$ cat src/rtl/bscl_pkg.sv
// Shared types and constants for the button sequence code lock.
package bscl_pkg;

    localparam int MAX_ENTRIES = 12;
    localparam int IDX_W       = $clog2(MAX_ENTRIES);
    localparam int CNT_W       = 4;
    localparam int CODE_W      = 24;
    localparam int LEN_W       = 4;
    localparam int IDLE_W      = 16;
    localparam int CFG_IDX_W   = 2;

    localparam logic [CODE_W-1:0] CODE_WORD_RESET   = CODE_W'(71175);
    localparam logic [LEN_W-1:0]  CODE_LENGTH_RESET = LEN_W'(9);
    localparam logic [IDLE_W-1:0] TIMEOUT_RESET     = IDLE_W'(600);

    typedef enum logic [CFG_IDX_W-1:0] {
        CFG_CODE_WORD   = 2'd0,
        CFG_CODE_LENGTH = 2'd1,
        CFG_TIMEOUT     = 2'd2
    } cfg_index_t;

    typedef enum logic [1:0] {
        OUTCOME_PENDING  = 2'd0,
        OUTCOME_ACCEPTED = 2'd1,
        OUTCOME_REJECTED = 2'd2,
        OUTCOME_TIMEOUT  = 2'd3
    } outcome_t;

    typedef enum logic [1:0] {
        DIR_UP    = 2'd0,
        DIR_DOWN  = 2'd1,
        DIR_LEFT  = 2'd2,
        DIR_RIGHT = 2'd3
    } dir_t;

    typedef enum logic [1:0] {
        ST_IDLE,
        ST_COMPARE,
        ST_FINISH
    } state_t;

    typedef struct packed {
        logic read_ok;
        logic press_up;
        logic press_down;
        logic press_left;
        logic press_right;
        logic press_submit;
        logic press_clear;
        logic press_other;
    } in_item_t;

    typedef struct packed {
        logic [1:0]        outcome;
        logic [CNT_W-1:0]  entered_count;
        logic [IDLE_W-1:0] idle_count;
    } out_item_t;

endpackage

$ cat src/rtl/button_sequence_code_lock.sv
// Button sequence code lock: entry store, sequential code compare and idle timeout.
// A tick that does not reach the compare goes through ST_FINISH to the registered result; a submit
// that does first steps through ST_COMPARE entry by entry, stopping at the first mismatch.
// Once finished, the stored outcome is registered straight from idle. One item is in work at a
// time, and the next is taken in the cycle after its result leaves.
// The compare uses a single two-bit comparator. Reset clears all control state.
module button_sequence_code_lock
    import bscl_pkg::*;
(
    input  logic                 clk,
    input  logic                 rst_n,
    input  logic                 cfg_wr_en,
    input  logic [CFG_IDX_W-1:0] cfg_index,
    input  logic [CODE_W-1:0]    cfg_data,
    input  logic                 in_valid,
    output logic                 in_ready,
    input  in_item_t             in_item,
    output logic                 out_valid,
    input  logic                 out_ready,
    output out_item_t            out_item
);

    state_t            state_reg, state_next;
    logic [CODE_W-1:0] code_word_reg;
    logic [LEN_W-1:0]  code_length_reg;
    logic [IDLE_W-1:0] timeout_reg;
    logic [CNT_W-1:0]  count_reg, count_next;
    logic [IDLE_W-1:0] idle_reg, idle_next;
    logic              finished_reg, finished_next;
    outcome_t          final_reg, final_next;
    logic              sub_reg, sub_next;
    logic              clr_reg, clr_next;
    logic              match_reg, match_next;
    logic [IDX_W-1:0]  idx_reg, idx_next;
    logic              out_valid_reg, out_valid_next;
    out_item_t         out_item_reg, out_item_next;

    logic [1:0]        entries [MAX_ENTRIES];
    logic              store_en;
    dir_t              store_dir;
    logic              any_press;
    logic [CNT_W-1:0]  cnt_after;
    logic [1:0]        want_code;
    logic [IDLE_W-1:0] idle_inc;
    logic              accept;

    assign in_ready  = (state_reg == ST_IDLE) && !out_valid_reg;
    assign accept    = in_valid && in_ready;
    assign out_valid = out_valid_reg;
    assign out_item  = out_item_reg;

    always_ff @(posedge clk or negedge rst_n)
    begin
        if (!rst_n)
        begin
            code_word_reg   <= CODE_WORD_RESET;
            code_length_reg <= CODE_LENGTH_RESET;
            timeout_reg     <= TIMEOUT_RESET;
        end
        else if (cfg_wr_en)
        begin
            case (cfg_index)
                CFG_CODE_WORD:   code_word_reg   <= cfg_data;
                CFG_CODE_LENGTH: code_length_reg <= cfg_data[LEN_W-1:0];
                CFG_TIMEOUT:     timeout_reg     <= cfg_data[IDLE_W-1:0];
                default:         ;
            endcase
        end
    end

    always_ff @(posedge clk)
    begin
        if (store_en)
        begin
            entries[count_reg[IDX_W-1:0]] <= store_dir;
        end
    end

    always_ff @(posedge clk or negedge rst_n)
    begin
        if (!rst_n)
        begin
            state_reg     <= ST_IDLE;
            count_reg     <= '0;
            idle_reg      <= '0;
            finished_reg  <= 1'b0;
            final_reg     <= OUTCOME_PENDING;
            sub_reg       <= 1'b0;
            clr_reg       <= 1'b0;
            match_reg     <= 1'b0;
            idx_reg       <= '0;
            out_valid_reg <= 1'b0;
        end
        else
        begin
            state_reg     <= state_next;
            count_reg     <= count_next;
            idle_reg      <= idle_next;
            finished_reg  <= finished_next;
            final_reg     <= final_next;
            sub_reg       <= sub_next;
            clr_reg       <= clr_next;
            match_reg     <= match_next;
            idx_reg       <= idx_next;
            out_valid_reg <= out_valid_next;
        end
    end

    always_ff @(posedge clk)
    begin
        out_item_reg <= out_item_next;
    end

    always_comb
    begin
        if (in_item.press_up)
        begin
            store_dir = DIR_UP;
        end
        else if (in_item.press_down)
        begin
            store_dir = DIR_DOWN;
        end
        else if (in_item.press_left)
        begin
            store_dir = DIR_LEFT;
        end
        else
        begin
            store_dir = DIR_RIGHT;
        end
    end

    assign any_press = in_item.press_up || in_item.press_down || in_item.press_left
                    || in_item.press_right || in_item.press_submit || in_item.press_clear
                    || in_item.press_other;

    assign store_en = accept && !finished_reg && in_item.read_ok
                   && (in_item.press_up || in_item.press_down || in_item.press_left
                       || in_item.press_right)
                   && (count_reg < code_length_reg)
                   && (count_reg < CNT_W'(MAX_ENTRIES));

    assign cnt_after = store_en ? count_reg + CNT_W'(1) : count_reg;
    assign want_code = 2'(code_word_reg >> {idx_reg, 1'b0});
    assign idle_inc  = (idle_reg == '1) ? idle_reg : idle_reg + IDLE_W'(1);

    always_comb
    begin
        state_next     = state_reg;
        count_next     = count_reg;
        idle_next      = idle_reg;
        finished_next  = finished_reg;
        final_next     = final_reg;
        sub_next       = sub_reg;
        clr_next       = clr_reg;
        match_next     = match_reg;
        idx_next       = idx_reg;
        out_valid_next = out_valid_reg && !out_ready;
        out_item_next  = out_item_reg;

        case (state_reg)
            ST_IDLE:
            begin
                if (accept)
                begin
                    if (finished_reg)
                    begin
                        out_valid_next = 1'b1;
                        out_item_next  = '{outcome: final_reg, entered_count: count_reg,
                                          idle_count: idle_reg};
                    end
                    else
                    begin
                        if (in_item.read_ok && any_press)
                        begin
                            idle_next = '0;
                        end
                        count_next = cnt_after;
                        sub_next   = in_item.read_ok && in_item.press_submit;
                        clr_next   = in_item.read_ok && in_item.press_clear;
                        match_next = 1'b0;
                        idx_next   = '0;
                        if (in_item.read_ok && in_item.press_submit
                            && (cnt_after == code_length_reg))
                        begin
                            if (cnt_after == '0)
                            begin
                                match_next = 1'b1;
                                state_next = ST_FINISH;
                            end
                            else
                            begin
                                state_next = ST_COMPARE;
                            end
                        end
                        else
                        begin
                            state_next = ST_FINISH;
                        end
                    end
                end
            end

            ST_COMPARE:
            begin
                if (entries[idx_reg] != want_code)
                begin
                    match_next = 1'b0;
                    state_next = ST_FINISH;
                end
                else if (CNT_W'(idx_reg) + CNT_W'(1) == count_reg)
                begin
                    match_next = 1'b1;
                    state_next = ST_FINISH;
                end
                else
                begin
                    idx_next = idx_reg + IDX_W'(1);
                end
            end

            ST_FINISH:
            begin
                state_next     = ST_IDLE;
                out_valid_next = 1'b1;
                if (sub_reg && match_reg)
                begin
                    finished_next = 1'b1;
                    final_next    = OUTCOME_ACCEPTED;
                    out_item_next = '{outcome: OUTCOME_ACCEPTED, entered_count: count_reg,
                                      idle_count: idle_reg};
                end
                else
                begin
                    if (sub_reg || clr_reg)
                    begin
                        count_next = '0;
                    end
                    idle_next = idle_inc;
                    if (idle_inc >= timeout_reg)
                    begin
                        finished_next = 1'b1;
                        final_next    = OUTCOME_TIMEOUT;
                        out_item_next.outcome = OUTCOME_TIMEOUT;
                    end
                    else if (sub_reg)
                    begin
                        out_item_next.outcome = OUTCOME_REJECTED;
                    end
                    else
                    begin
                        out_item_next.outcome = OUTCOME_PENDING;
                    end
                    out_item_next.entered_count = (sub_reg || clr_reg) ? '0 : count_reg;
                    out_item_next.idle_count    = idle_inc;
                end
            end

            default:
            begin
                state_next = ST_IDLE;
            end
        endcase
    end

endmodule

$ cat config.mk
export PLATFORM = sky130hd
export DESIGN_NAME = button_sequence_code_lock
export DESIGN_NICKNAME = d
export VERILOG_FILES = /design/src/rtl/bscl_pkg.sv /design/src/rtl/button_sequence_code_lock.sv
export SDC_FILE = /design/constraint.sdc
export NUM_CORES = 1
export LEC_CHECK = 0
export BUFFER_PORTS_ARGS = -buffer_cell sky130_fd_sc_hd__buf_2
export CORE_MARGIN = 4
export CORE_UTILIZATION = 24
export DETAILED_ROUTE_END_ITERATION = 16
export PLACE_DENSITY = 0.4
export SLEW_MARGIN = 20
export SYNTH_ARGS = -nofsm -noshare
export SYNTH_HDL_FRONTEND = slang
export SYNTH_SLANG_ARGS = --single-unit
$ cat constraint.sdc
create_clock -name clk -period 3.7 [get_ports clk]
set_clock_uncertainty 0.15 [all_clocks]
set_input_delay 0.37 -clock clk [delete_from_list [all_inputs] [get_ports clk]]
set_output_delay 0.37 -clock clk [all_outputs]
set_load 0.02 [all_outputs]
==> out/qor.csv <==
stage;metric;value;unit
run_status;status;complete, no violations;
setup_path;delay-heaviest family, CP;compound AO/OA/AOI/OAI gates;
routing;drt first pass iters;6;
sta;setup TNS;0;ps
cells_and_area;Inserted Diodes;0;
run;Max Cap Violations;0;
routing;vias;4401;
grt;antenna violations before repair;0;
routing;1st-iter DRT viols;215;
worst_hold_path;HP Class;input port to flop;
synth;Syn Area/Cell;11.84;sq um
sta;f_max;0.2904;GHz
routing;DR WL/cell;16.67;um
sta;RSZ-0062 raised after global routing;false;
sta;slew margin rel.;38.60;%
setup_path;crit path DAT;3450;ps
setup_path;slowest stage cell, crit path;dfrtp_1;
synth;#FFs+latches synth;122;
power_and_ir_drop;Power, Total;5.113;mW
grt;largest net degree at the start of global routing;77;
clock_tree;deepest clock path buffer count;2;
floorplanning;core area;26280;sq um
synth;EDFF count, synth;46;
clock_tree;root buf cell;clkbuf_16;
placement;Port Buffer Count;62;
cells_and_area;Final Net Count;686;
floorplanning;FP Rows;59;
setup_path;worst-path fanout max;5;
placement;DP HPWL;11990;um
synth;Synth Warn #;0;
placement;GP Congestion;0.8113;
sta;Setup violations, final;0;
floorplanning;Die Width;172.3;um
routing;final WL;16170;um
floorplanning;initial core utilization;24.65;%
clock_tree;total CTS buffers;17;
cells_and_area;area delta synth->final;21.44;%
setup_path;Critical Path RT;3710;ps
grt;first-pass GRT wire length;25590;um
synth;ys flop type;dfrtp_1;
sta;final hold violations;0;
synth;post-synthesis sequential area ratio;50.93;%
routing;antenna-violating nets left;0;
clock_tree;Setup Fix Bufs, Post-CTS;0;
grt;grt ovf;0;
setup_path;Buf/Inv on CP;1;
synth;Post-Syn Nets;611;
routing;post-DR vias/cell;4.537;
setup_path;WS Path Type;flop to flop;
sta;fin crit share;93.06;%
sta;Worst Max-Slew Pin Slew;921.0;ps
synth;Cells after Synth;547;
clock_tree;Sink Count;122;
routing;Residual DRC;0;
floorplanning;die height;172.3;um
synth;Post-synth ARST share;62.30;%
setup_path;crit-path cells;ha_2 > and3_1 > nand2_1 > nor3_4 > buf_4 > mux2_2 > ha_1 > a21o_1 > a21o_1 > a21oi_1 > o21ai_1 > a211oi_2 > a21oi_1;
cells_and_area;share of cells above drive strength 1;30.55;%
clock_tree;clock-pin slew on the worst setup and hold paths;60;ps
clock_tree;CTS tree;built;
power_and_ir_drop;Max IR drop VDD;0.2525;mV
power_and_ir_drop;P_leak;3.385;nW
grt;vias in the first global route;4609;
sta;Slew Viols, Final;0;
setup_path;critical path endpoint category;flop;
clock_tree;H-Tree Depth;4;
setup_path;CP max stage delay;420;ps
synth;Synth Cell Area;6479;sq um
floorplanning;IO Pins;63;
power_and_ir_drop;PwrDens;649.8;nW/um^2
sta;min cycle time layout;3443;ps
setup_path;CP Launch Type;flop;
synth;Cell variety after synth;60;
cells_and_area;post-layout util;29.94;%
floorplanning;Die ar.;29690;sq um
clock_tree;worst-skew pair later-pin latency;420;ps
grt;Total GRT Usage;11.27;%
[routing by layer]
| metal | GRT usage, % | routed length [um] |
|---|---|---|
| met1 | 14.14 | 7150 |
| met2 | 18.96 | 7978 |
| met3 | 2.995 | 748 |
| met4 | 3.589 | 289 |
| met5 | 0 | 0 |
[worst register-to-register path, cell delays in order (launching register included)]
cell	delay, ps
dfrtp_1	420
ha_2	240
and3_1	230
nand2_1	160
nor3_4	260
buf_4	180
mux2_2	340
ha_1	270
a21o_1	150
a21o_1	160
a21oi_1	180
o21ai_1	130
a211oi_2	230
a21oi_1	100
[placed cells by master, fill, tap and decap left out, types with 20 or more instances in the layout]
| cell type | instances |
|---|---|
| ha_1 | 24 |
| edfxtp_1 | 46 |
| nor2_1 | 24 |
| dfrtp_1 | 63 |
| inv_1 | 29 |
| mux2_2 | 52 |
| buf_2 | 61 |
| o21ai_0 | 22 |
| nand2_1 | 37 |
| xnor2_1 | 23 |
| a21oi_1 | 20 |
[through the flow]
stage	setup slack, ps	hold slack, ps	instance area (sq um)	instances
2_1_floorplan	384.3	-75.59	6479	547
3_5_place_dp	160.9	327.8	7218	936
5_1_grt	4.551	20.39	7868	970
4_1_cts	149.4	8.962	7839	969
6_report	256.9	28.88	7868	970
3_3_place_gp	303.1	314.2	7218	936
[area by class of cell]
type | instances | area, sq um
fill | 2678 | 18410
clock buffer | 19 | 432.9
tap | 335 | 419.2
inverter | 29 | 108.9
multi-input combinational | 374 | 2988
timing repair buffer | 78 | 441.7
clock inverter | 13 | 177.7
sequential | 122 | 3299
[synthesized netlist by cell type (3+ instances only)]
cell type | count | share of area [%]
mux4_2 | 7 | 2.4
o31ai_1 | 5 | 0.58
nor3_1 | 7 | 0.54
mux2i_1 | 14 | 2.2
a22o_1 | 3 | 0.41
a21o_1 | 17 | 2.0
clkbuf_1 | 12 | 0.70
and3_1 | 10 | 0.97
inv_1 | 29 | 1.7
nand3_1 | 15 | 1.2
buf_2 | 8 | 0.62
mux2_2 | 52 | 9.0
nor2b_1 | 4 | 0.39
nor2_1 | 25 | 1.4
nand2_1 | 37 | 2.1
nand4_1 | 6 | 0.58
dfrtp_1 | 63 | 24
a21oi_1 | 20 | 1.5
nor3b_1 | 4 | 0.46
edfxtp_1 | 46 | 21
o211ai_1 | 4 | 0.46
xnor2_1 | 23 | 3.1
dfstp_2 | 13 | 5.3
nand3b_1 | 5 | 0.58
xor2_1 | 15 | 2.0
and2_1 | 15 | 1.4
ha_1 | 25 | 4.8
o21ai_0 | 23 | 1.8
[path summary, 6_finish.rpt]
path,start,to,slack [ps],cells past startpoint
worst min register to register,clr_reg,clr_reg,340,2
max in group asynchronous,rst_n,idle_reg[12],2450,2
worst min-delay path,cfg_data[16],code_word_reg[16],30,2
worst max register to register,idle_reg[1],out_item[20],260,13
min in group asynchronous,rst_n,idle_reg[13],400,2
worst max-delay path,idle_reg[1],out_item[20],260,13
[cells by family (layout without fill, tap and decap cells)]
kind of cell	Yosys count	count (layout)	share of synthesized area (%)
xor+xnor	39	39	5.485
compound gates	88	88	9.058
simple gates	149	149	12.77
buf+inv	51	139	3.302
fa+ha+maj	25	25	4.828
flops	122	122	50.93
mux	73	73	13.63
[power by group]
part / leakage (nW) / internal (mW) / switching, mW
registers: 1.37 / 1.75 / 0.207
logic: 1.73 / 0.579 / 0.849
clock network: 0.286 / 1.12 / 0.611
[what timing repair did]
item,in CTS,in global routing
gates resized for setup,0,5
setup endpoints to repair,0,2
hold buffers,1,1
endpoints found under the hold margin,1,63
(Power assumes the default switching activity.)
